**src/kmc_div.sv**
```systemverilog
// Restoring divider, one quotient bit per cycle.
module kmc_div #(
   parameter int DW = 28,
   parameter int VW = 13
) (
   input  logic          clock,
   input  logic          reset,
   input  logic          start,
   input  logic [DW-1:0] dividend,
   input  logic [VW-1:0] divisor,
   output logic          done,
   output logic [DW-1:0] quotient
);

   localparam int CW = $clog2(DW + 1);

   logic [VW:0]   rem_ff,  rem_in;
   logic [DW-1:0] quo_ff,  quo_in;
   logic [CW-1:0] cnt_ff,  cnt_in;
   logic          busy_ff, busy_in;
   logic          done_ff, done_in;
   logic [VW:0]   trial;

   always_comb begin
      trial   = {rem_ff[VW-1:0], quo_ff[DW-1]};
      rem_in  = rem_ff;
      quo_in  = quo_ff;
      cnt_in  = cnt_ff;
      busy_in = busy_ff;
      done_in = 1'b0;
      if (start) begin
         rem_in  = '0;
         quo_in  = dividend;
         cnt_in  = CW'(DW);
         busy_in = 1'b1;
      end else if (busy_ff) begin
         if (trial >= {1'b0, divisor}) begin
            rem_in = trial - {1'b0, divisor};
            quo_in = {quo_ff[DW-2:0], 1'b1};
         end else begin
            rem_in = trial;
            quo_in = {quo_ff[DW-2:0], 1'b0};
         end
         cnt_in = cnt_ff - 1'b1;
         if (cnt_ff == CW'(1)) begin
            busy_in = 1'b0;
            done_in = 1'b1;
         end
      end
   end

   always_ff @(posedge clock) begin
      rem_ff <= rem_in;
      quo_ff <= quo_in;
      cnt_ff <= cnt_in;
      if (reset) begin
         busy_ff <= 1'b0;
         done_ff <= 1'b0;
      end else begin
         busy_ff <= busy_in;
         done_ff <= done_in;
      end
   end

   assign done     = done_ff;
   assign quotient = quo_ff;

endmodule

```
**config.mk**
```make
export PLATFORM = sky130hd
export DESIGN_NAME = kmc_div
export DESIGN_NICKNAME = d
export VERILOG_FILES = /design/src/kmc_div.sv
export SDC_FILE = /design/constraint.sdc
export NUM_CORES = 1
export LEC_CHECK = 0
export BUFFER_PORTS_ARGS = -buffer_cell sky130_fd_sc_hd__buf_2
export CORE_AREA = 2 2 80 82
export DETAILED_ROUTE_END_ITERATION = 10
export DIE_AREA = 0 0 82 84
export GPL_TIMING_DRIVEN = 0
export PLACE_DENSITY = 0.72
export SKIP_LAST_GASP = 1
export SLEW_MARGIN = 30
export SYNTH_ARGS = -nofsm -noshare
export SYNTH_HDL_FRONTEND = slang
export SYNTH_SLANG_ARGS = --single-unit
```
**constraint.sdc**
```tcl
create_clock -name clock -period 3.1 [get_ports clock]
set_input_delay 0.465 -clock clock [delete_from_list [all_inputs] [get_ports clock]]
set_output_delay 0.465 -clock clock [all_outputs]
set_load 0.05 [all_outputs]
```
* Word level (Yosys, flattened, before mapping) *
Cells that the tools add are included.

operators by class
  $add $sub $neg = 2
  $lt $le $gt $ge = 1
  equal/unequal tests = 1
  mux-type cells = 8
  bitwise operators = 1
  reduce and logical (&&, ||, !) cells = 2

operators by type and width
  operator                                             count
  two-way mux 28 bit                                   2
  greater-or-equal comparator 14 x 13 -> 1 bit         1
  two-way mux 13 bit                                   1
  subtractor 13 bit                                    1
  equality test 5 x 1 -> 1 bit, second input constant  1
  two-way mux 1 bit                                    5
  subtractor 5 x 1 -> 5 bit, second input constant     1
  OR reduction 3 bit                                   1
  nonzero test 2 bit                                   1
  NOT 1 bit                                            1

storage, ports and cells
  register bits after elaboration = 48
  input port bits = 44
  output and inout port bits = 29
  logic and storage cells = 20

* Longest topological paths before layout *
Gate-level depths: netlist (run 1).

  depth in word-level cells = 4
  mapped depth = 9
  depth with buffers taken out = 9

* Worst setup path after synthesis (run 1) *
No wires, ideal clock.

  kind = reg2reg
  start point = reg quo_ff[27], in the netlist quotient[27]
  end point = reg rem_ff[12]
  setup time = 0.103 ns
  arrival = 2.442 ns
  required time = 2.997 ns
  slack = 0.555 ns
  cell stages (with the launch flop) = 10
  buffers on the path = 0
  period minus slack after synthesis = 2.545 ns
  cells stage by stage = edfxtp_1 inv_1 ha_1 fa_1 nor2b_1 o21ai_1 a311oi_2 o22ai_1 xor2_1 a2111oi_2

between the ends
  word-level cells in the longest chain between the ends = 2
  elaborated cells between the ends (all ways) = 3
  those cells by class = add/sub: 1; order compare: 1; mux: 1

ends and longest elaborated chain
  element                                                                            RTL line  RTL
  start, declared                                                                    18        logic [DW-1:0] quo_ff, quo_in;
  start signal, assigned                                                             54        quo_ff <= quo_in;
  subtractor 13 bit or greater-or-equal comparator 14 x 13 -> 1 bit (tied branches)  38, 37
  two-way mux 13 bit (*)                                                             37        if (trial >= {1'b0, divisor}) begin
  end signal, assigned                                                               53        rem_ff <= rem_in;
  end, declared                                                                      17        logic [VW:0] rem_ff, rem_in;

Every way passes the cells marked *; elsewhere a longest branch is shown, timed or not.
A chain may end at the register's enable or synchronous reset.

* Worst setup path in the final report (run 1) *
Same ends and word-level chain as after synthesis.

==> metrics.md, run 1 <==
| Metric | Value |
|---|---|
| Share of flip-flops with an asynchronous set or reset | 0 |
| ANT cells | 0 |
| Site Rows | 29 |
| Final Max Slew Viols | 0 |
| Post-route minimum period | 2490 ps |
| Via-to-Cell Ratio | 5.46 |
| Hold crit path type | in -> reg |
| Final period utilization | 0.804 |
| Core area | 0.00610 mm² |
| DRT antenna net count | 0 |
| Crit path launch type | register |
| GR Util All Layers | 0.194 |
| Cells on worst reg2reg path | 9 |
| Total gr overflow | 0 |
| Critical Path, Cell by Cell | inv_1, ha_1, fa_1, nor2b_1, o21ai_1, a311oi_2, o22ai_1, xor2_1, a2111oi_2 |
| Slew HR | 0.587 |
| Resized Gates After CTS | 0 |
| Vias in the first global route | ~2,200 |
| Slowest CP cell | fa_1 |
| Worst setup margin | approximately 610 ps |
| Routed wire per std cell | 15.0 µm |
| Routed via count | 2,355 |
| Dpl ws | a little under 500 ps |
| Max Root-Sink Buffers | 2 |
| Post-Syn Instances | approximately 270 |
| H-tree depth | 2 |
| Root Driver | clkbuf_8 |
| Predominant post-synthesis flop cell | edfxtp_1 |
| Reg-to-reg startpoint | quotient[27] |
| Clock sinks | 48 |
| Clock transition at path regs | 80 ps |
| CP Capture Type | register |
| RSZ-0062 raised after global routing | false |
| Max cap viols | 0 |
| Status | finished clean |
| Initial DRC Count | 177 |
| Hold Fails Final Rpt | 0 |
| Avg Cell Area, Syn | around 11 µm² |
| Num CTS Buffers | 5 |
| Largest net degree at the start of global routing | 29 |
| Post-CTS setup buffer count | 0 |
| Final setup vio count | 0 |
| Finished layout cell area | 0.00344 mm² |
| Worst Setup EP | rem_ff[12] |
| Die ar. | 0.00689 mm² |
| LEAKAGE | 0.00148 µW |
| YS warnings | 0 |
| Dpl cell area | between 0.003 and 0.004 mm² |
| Die width | 82 µm |
| Pre-antenna DRT Iters | 5 |
| Share of layout cells above drive strength 1 | 0.353 |
| Antenna violations before repair | 0 |
| First-pass GRT wire length | between 10,000 and 15,000 µm |
| Crit. Startpoint | quotient[27] |
| CTS Hold Buffers Added | 0 |
| Worst Path Arrival | 2690 ps |
| Remaining DRCs | 0 |
| Final Util | 0.565 |
| Clock Skew | 7.95 ps |
| FF-to-FF End | rem_ff[12] |
| Max VDD drop | 413 µV |
| TritonCTS clock tree | built |
| Area added between synthesis and finish | 18.5% |
| Detailed Place HPWL | 4880 µm |
| Sequential share of the synthesized area | 0.427 |
| Max incr delay on CP | 430 ps |
| Die Y | 84 µm |
| Power, Total | about 1700 µW |
| Starting Density | 0.476 |
| Area of the mapped netlist | 0.00290 mm² |
| I/O Pins | 73 |
| Worst slew pin tran | 620 ps |
| Total Routed Length | 6480 µm |
| Syn nets | about 330 |
| Synth Register Bits | 48 |
| Reg-to-reg slack, setup | 610 ps |
| CP Class | reg -> reg |
| Post-synth EDFFs | 28 |
| PortBufs | between 70 and 80 |
| Power density over cell area | 501 mW/mm² |
| Critical Path RT | between 3000 and 4000 ps |
| Fmax | about 0.40 GHz |
| Maximum fanout along the worst path | 3 |
| Clk Latency, worst-skew pair | about 300 ps |
| Setup TNS | 0 ps |
| Routability cong. | 0.874 |
| Yosys cell types | between 50 and 60 |
| Number of nets in the layout | a little over 400 |
-- power breakdown --
part           internal [µW]  total, µW  leakage, µW  switching [µW]
combinational            205        578     0.000988             373
clock                    159        357    0.0000422             198
sequential               747        789     0.000447            41.4
total                   1110       1720      0.00148             613
-- worst min-delay path by stage --
stage,from,cells after the start,endpoint
after floorplan,rem_ff[0],2,rem_ff[0]
after global placement,cnt_ff[1],2,cnt_ff[1]
after detailed placement,cnt_ff[1],2,cnt_ff[1]
after CTS,reset,2,busy_ff
after global routing,reset,2,busy_ff
final,reset,2,busy_ff
-- layer usage --
metal / routed length (µm) / global-route usage
met1: 2930 / 0.274
met2: 3140 / 0.305
met3: 347 / 0.0390
met4: 59 / 0.0455
met5: 0 / 0
-- layout by cell type (no fill, tap or decap), types with 4 or more instances in the layout --
cell type  synthesis  layout
nand2_1           18      18
and3_1             4       4
nor2_1            20      20
dfxtp_1           20      20
nand3_1            7       7
o21ai_0            7       7
xnor2_1            5       5
a21o_1             6       6
mux2_2            29      29
a311oi_2           7       7
ha_1              15      15
o211ai_1           4       4
clkbuf_1           9      11
inv_1             22      21
edfxtp_1          28      28
clkbuf_8           0       5
a21oi_1            7       7
nand2b_1           6       6
buf_2              0      72
a211oi_1           5       5
or3_1              4       4
-- flip-flops by register name, summed over array words and instances (netlist names) --
signal	flops
cnt_ff	5
busy_ff	1
rem_ff	13
quotient	28
done	1
-- synthesized netlist by cell type (4+ instances only) --
cell	instances	area, µm²
a211oi_1	5	37.5
a21o_1	6	45.0
a21oi_1	7	35.0
a311oi_2	7	105
and3_1	4	25.0
clkbuf_1	9	33.8
dfxtp_1	20	400
edfxtp_1	28	841
ha_1	15	188
inv_1	22	82.6
mux2_2	29	327
nand2_1	18	67.6
nand2b_1	6	37.5
nand3_1	7	35.0
nor2_1	20	75.1
o211ai_1	4	30.0
o21ai_0	7	35.0
or3_1	4	25.0
xnor2_1	5	43.8
-- kinds of logic (layout without fill, tap and decap cells) --
| group | after synthesis | after routing | share of synthesized area |
|---|---|---|---|
| mux | 31 | 31 | 0.119 |
| simple gates | 78 | 78 | 0.144 |
| flops | 48 | 48 | 0.427 |
| fa+ha+maj | 16 | 16 | 0.0715 |
| compound gates | 61 | 61 | 0.170 |
| buf+inv | 33 | 113 | 0.0465 |
| xor+xnor | 7 | 7 | 0.0211 |
-- worst max-delay path, delay by kind of cell (launching register included) --
family,cells,cell delay (ps)
XOR/XNOR,1,180
adder cells (fa/ha/maj),2,630
flip-flops,1,380
AND/OR/NAND/NOR,1,180
buffers and inverters,1,50
AO/OA/AOI/OAI,4,960
-- per-stage QoR --
| stage | hold WS (ps) | std cells |
|---|---|---|
| after floorplan | 463 | 274 |
| after global placement | 484 | 423 |
| after detailed placement | 491 | 423 |
| after CTS | 332 | 431 |
| after global routing | 335 | 431 |
| final | 335 | 431 |
-- cell type report --
class	instances	area [µm²]
Inverter	22	82.6
Clock inverter	1	5.00
Multi-Input combinational cell	193	1530
Clock buffer	7	76.3
Fill cell	561	2650
Tap cell	77	96.3
Buffer	11	52.6
Sequential cell	48	1240
Timing Repair Buffer	72	360
No activity file was read; power rests on OpenSTA's default activity.
==> inputs of run 2 (changes only) <==
==> constraint.sdc (replaced) <==
create_clock -name clock -period 2.6 [get_ports clock]
set_input_delay 0.39 -clock clock [delete_from_list [all_inputs] [get_ports clock]]
set_output_delay 0.39 -clock clock [all_outputs]
set_load 0.05 [all_outputs]
==> run 2 against run 1 <==
  * Die area is the same
  * First-iteration DRC count is the same
  * Cell count is the same
  * Power grew 19%
  * Routed wire length is essentially flat
  * Sequential power grew 19%
  * Maximum frequency grew 2.5%
  * Core utilization is the same
  * Worst hold slack lost 75 ps
  * Non-clock buffer count is the same
  * Global-route usage is the same
  * Critical path type unchanged
  * Highest routed layer unchanged
==> metrics.md, run 2 (same netlist as run 1, synthesis figures left out) <==
| Metric | Value |
|---|---|
| Post-CTS setup buffer count | 0 |
| CP Capture Type | register |
| Final Util | 0.565 |
| Final setup vio count | 0 |
| Clock Skew | 7.91 ps |
| H-tree depth | 2 |
| Starting Density | 0.476 |
| Hold EP | busy_ff |
| Max Root-Sink Buffers | 2 |
| Worst slew pin tran | 620 ps |
| Share of layout cells above drive strength 1 | 0.353 |
| Detailed Place HPWL | 4880 µm |
| Combinational Power Share | 0.335 |
| Hold crit path type | in -> reg |
| Die ar. | around 0.007 mm² |
| Area added between synthesis and finish | 18.5% |
| Setup TNS | 0 ps |
| Post-route minimum period | around 2400 ps |
| Clk Latency, worst-skew pair | 300 ps |
| Core area | 0.00610 mm² |
| Hold depth | 2 |
| Number of nets in the layout | 413 |
| CP Class | reg -> reg |
| Via-to-Cell Ratio | 5.48 |
| Total gr overflow | 0 |
| GR peak layer | met2 |
| Clock sinks | 48 |
| Num CTS Buffers | 5 |
| GR Util All Layers | 0.194 |
| Reg-to-reg slack, setup | 170 ps |
| Hold_sp | reset |
| Clock power share | 0.207 |
| Die Y | 84 µm |
| First-pass GRT wire length | a little over 10,000 µm |
| Power density over cell area | 597 mW/mm² |
| RSZ-0062 raised after global routing | false |
| Met3 Use GR | 0.0390 |
| Met1 Use GR | 0.274 |
| Sw frac | 0.356 |
| FF-to-FF End | rem_ff[12] |
| DRT antenna net count | 0 |
| Slew HR | 0.587 |
| TritonCTS clock tree | built |
| Fmax | approximately 0.41 GHz |
| Routability cong. | 0.874 |
| Final period utilization | 0.936 |
| Vias in the first global route | between 2,000 and 2,500 |
| GR Layer Usage met2 | 0.305 |
| Routed wire per std cell | about 15 µm |
| ANT cells | 0 |
| PortBufs | 72 |
| Final Max Slew Viols | 0 |
| I/O Pins | 73 |
| Critical Path RT | 2800 ps |
| Filler Cells Inserted | ~560 |
| Site Rows | 29 |
| Routed via count | 2,360 |
| Worst Path Arrival | 2630 ps |
| Most common cell after layout, fill and taps aside | buf_2 |
| Total Routed Length | 6470 µm |
| Antenna violations before repair | 0 |
| Psw | between 700 and 800 µW |
| Reg power frac | 0.458 |
| Power, Total | approximately 2000 µW |
| Reg-to-reg startpoint | quotient[27] |
| Maximum fanout along the worst path | 3 |
| Hold WS | between 200 and 300 ps |
| Number of flip-flops in the largest register | 28 |
| Most frequent cells in the layout | buf_2 (72), mux2_2 (29), edfxtp_1 (28) |
| Status | finished clean |
| Remaining DRCs | 0 |
| Hold Fails Final Rpt | 0 |
| Die width | between 80 and 90 µm |
| Int Pwr | 1320 µW |
| Clock transition at path regs | 80 ps |
| Max VDD drop | between 400 and 500 µV |
| Root Driver | clkbuf_8 |
| Initial DRC Count | 177 |
| Pre-antenna DRT Iters | 4 |
| Max cap viols | 0 |
| Cells on worst reg2reg path | 9 |
| Largest net degree at the start of global routing | 29 |
| LEAKAGE | 0.00148 µW |
| Crit path launch type | register |
[run 2: layout make-up]
class | instances | area (µm²) | area share
multi-input combinational | 193 | 1530 | 0.444
sequential | 48 | 1240 | 0.361
timing repair buffer | 72 | 360 | 0.105
tap | 77 | 96.3 | 0.0280
inverter | 22 | 82.6 | 0.0240
clock buffer | 7 | 76.3 | 0.0222
buffer | 11 | 52.6 | 0.0153
clock inverter | 1 | 5.00 | 0.00145
[run 2: how the worst max path moves through the flow]
stage,from,end,slack (ps),depth (start not counted)
5_1_grt,quotient[27],rem_ff[8],40,9
6_report,quotient[27],rem_ff[12],170,9
3_5_place_dp,divisor[0],rem_ff[12],60,9
4_1_cts,quotient[27],rem_ff[12],140,9
2_1_floorplan,quotient[27],rem_ff[12],50,9
3_3_place_gp,start,quotient[0],-100,5
[run 2: repair_timing]
| action | CTS | global route |
|---|---|---|
| hold buffers | 0 | 0 |
| setup endpoints to repair | 0 | 1 |
| hold endpoints to repair | 0 | 0 |
| gates resized for setup | 0 | 0 |
[run 2: per-layer routing]
metal	up-vias	share of wire
li1	1178	-
met1	1111	0.45
met2	65	0.48
met3	6	0.055
met4	0	0.0091
met5	-	0
[run 2: critical path, cell delays in order (launching register included)]
cell	delay [ps]
edfxtp_1	380
inv_1	50
ha_1	200
fa_1	430
nor2b_1	180
o21ai_1	120
a311oi_2	360
o22ai_1	130
xor2_1	180
a2111oi_2	290
[run 2: stage by stage]
| stage | area (µm²) | cells | setup WS (ps) |
|---|---|---|---|
| after detailed placement | 3360 | 423 | 57.8 |
| after global placement | 3360 | 423 | -103 |
| final | 3440 | 431 | 167 |
| after CTS | 3440 | 431 | 141 |
| after floorplan | 2900 | 274 | 54.8 |
| after global routing | 3440 | 431 | 42.6 |
[run 2: power by group through the flow]
stage	clock network [µW]	registers [µW]	logic, µW
final	426	940	689
after global routing	463	951	745
after CTS	434	941	687
after detailed placement	0	957	685
after global placement	0	954	672
after floorplan	0	1110	362
==> inputs of run 3 (changes only) <==
--- a/config.mk
+++ b/config.mk
@@ -6,9 +6,9 @@
 export NUM_CORES = 1
 export LEC_CHECK = 0
 export BUFFER_PORTS_ARGS = -buffer_cell sky130_fd_sc_hd__buf_2
-export CORE_AREA = 2 2 80 82
+export CORE_AREA = 2 2 61 106
 export DETAILED_ROUTE_END_ITERATION = 10
-export DIE_AREA = 0 0 82 84
+export DIE_AREA = 0 0 63 108
 export GPL_TIMING_DRIVEN = 0
 export PLACE_DENSITY = 0.72
 export SKIP_LAST_GASP = 1
==> run 3 against run 2 <==
  * Power up 1.2%
  * Register-to-register slack worse by 20 ps
  * Routed wire length up 1.7%
  * Worst hold slack worse by 3.7 ps
  * Die area down 1.2%
  * Sequential power about the same
  * First-iteration DRC count down 45%
  * Critical endpoint unchanged
  * Largest cell class unchanged
  * Highest routed layer unchanged
==> metrics.md, run 3 (same netlist as run 1, synthesis figures left out) <==
| Metric | Value |
|---|---|
| Vias in the first global route | between 2,000 and 3,000 |
| Reg-to-reg slack, setup | 140 ps |
| Max Root-Sink Buffers | 2 |
| Detailed Place HPWL | roughly 5000 µm |
| Num CTS Buffers | 5 |
| Dpl cell area | 0.00336 mm² |
| Max incr delay on CP | 430 ps |
| Slew HR | 0.526 |
| Number of nets in the layout | 413 |
| Fmax | 0.407 GHz |
| H-tree depth | 2 |
| DRT antenna net count | 0 |
| Reg power frac | 0.451 |
| Post-route minimum period | between 2000 and 2500 ps |
| Critical Path, Cell by Cell | inv_1, ha_1, fa_1, nor2b_1, o21ai_1, a311oi_2, o22ai_1, xor2_1, a2111oi_2 |
| Share of layout cells above drive strength 1 | 0.353 |
| Most common cell after layout, fill and taps aside | buf_2 |
| Final Max Slew Viols | 0 |
| Via-to-Cell Ratio | between 5 and 6 |
| Area added between synthesis and finish | 18.7% |
| Total gr overflow | 0 |
| Status | finished clean |
| Hold crit path type | in -> reg |
| Final period utilization | 0.945 |
| Crit path launch type | register |
| I/O Pins | 73 |
| Worst setup margin | approximately 140 ps |
| Root Driver | clkbuf_8 |
| Resized Gates After CTS | 0 |
| Starting Density | 0.494 |
| Most frequent cells in the layout | buf_2 (72), mux2_2 (29), edfxtp_1 (28) |
| CP Class | reg -> reg |
| Sw frac | 0.361 |
| Combinational Power Share | 0.331 |
| Power density over cell area | slightly above 600 mW/mm² |
| Post-CTS setup buffer count | 0 |
| First-pass GRT wire length | between 10,000 and 15,000 µm |
| Antenna violations before repair | 0 |
| Die Y | 108 µm |
| Met1 Use GR | 0.230 |
| Psw | 751 µW |
| ANT cells | 0 |
| Total Routed Length | 6590 µm |
| Core area | 0.00588 mm² |
| GR peak layer | met2 |
| Int Pwr | 1330 µW |
| PortBufs | 72 |
| CP Capture Type | register |
| Worst Path Arrival | 2670 ps |
| Die width | 63 µm |
| Maximum fanout along the worst path | 3 |
| CTS Hold Buffers Added | 0 |
| Largest net degree at the start of global routing | 29 |
| Clock transition at path regs | 90 ps |
| RSZ-0062 raised after global routing | false |
| Routed wire per std cell | 15.2 µm |
| Hold Fails Final Rpt | 0 |
| Dpl ws | 33.7 ps |
| GR Layer Usage met2 | 0.387 |
| GR Util All Layers | 0.211 |
| Clk Latency, worst-skew pair | ~300 ps |
| Clock power share | 0.218 |
| Clock Skew | about 8 ps |
| Final setup vio count | 0 |
| Initial DRC Count | 97 |
| Routed via count | 2,405 |
| Finished layout cell area | 0.00345 mm² |
| Critical Path RT | 2810 ps |
| Pre-antenna DRT Iters | 4 |
| Number of flip-flops in the largest register | 28 |
| Die ar. | 0.00680 mm² |
| Power, Total | between 2000 and 2500 µW |
| LEAKAGE | 0.00148 µW |
| Clock sinks | 48 |
| TritonCTS clock tree | built |
| Filler Cells Inserted | approximately 550 |
| Met3 Use GR | 0.0427 |
| Max cap viols | 0 |
| Max VDD drop | approximately 430 µV |
| Site Rows | 37 |
| Remaining DRCs | 0 |
| Worst slew pin tran | 711 ps |
| Routability cong. | 0.940 |
| Slowest CP cell | fa_1 |
[run 3: cell count changes in the layout (fill, tap and decap cells not counted)]
cell	previous run	this run
clkinv_4	0	1
clkinv_2	1	0
[run 3: final timing paths]
check	start	cells after the start	to
min	reset	2	busy_ff
max reg2reg	quotient[27]	9	rem_ff[12]
max	quotient[27]	9	rem_ff[12]
min reg2reg	cnt_ff[1]	2	cnt_ff[1]
[run 3: cell type report]
type	count	area [µm²]	share of cell area
clock buffer	7	76.3	0.0221
multi-input combinational	193	1530	0.443
sequential	48	1240	0.360
inverter	22	82.6	0.0240
tap	78	97.6	0.0283
buffer	11	52.6	0.0152
timing repair buffer	72	360	0.105
clock inverter	1	8.76	0.00254
[run 3: per-layer routing]
metal | wire (µm) | vias up | share of wire
li1 | - | 1179 | -
met1 | 2500 | 1117 | 0.38
met2 | 3460 | 89 | 0.53
met3 | 399 | 20 | 0.061
met4 | 225 | 0 | 0.034
met5 | 0 | - | 0
[run 3: stage by stage]
step	utilization	hold WS, ps	instances	setup TNS (ps)
3_5_place_dp	0.572	485	424	0
6_report	0.586	256	432	0
3_3_place_gp	0.572	482	424	-4160
4_1_cts	0.586	249	432	0
5_1_grt	0.586	245	432	0
2_1_floorplan	-	463	274	0
[run 3: power by group through the flow]
stage | Sequential [µW] | Clock, µW | Combinational, µW
after floorplan | 1110 | 0 | 362
after global placement | 953 | 0 | 680
after detailed placement | 955 | 0 | 689
after CTS | 940 | 467 | 692
after global routing | 951 | 493 | 754
final | 939 | 452 | 688
[run 3: critical path, delay by kind of cell (launching register included)]
family	cells	cell delay [ps]
xor gates and xnor gates	1	170
adders and majority gates	2	630
and+or+nand+nor	1	200
AOI/OAI and AO/OA	4	900
buffers and inverters	1	60
DFF	1	390
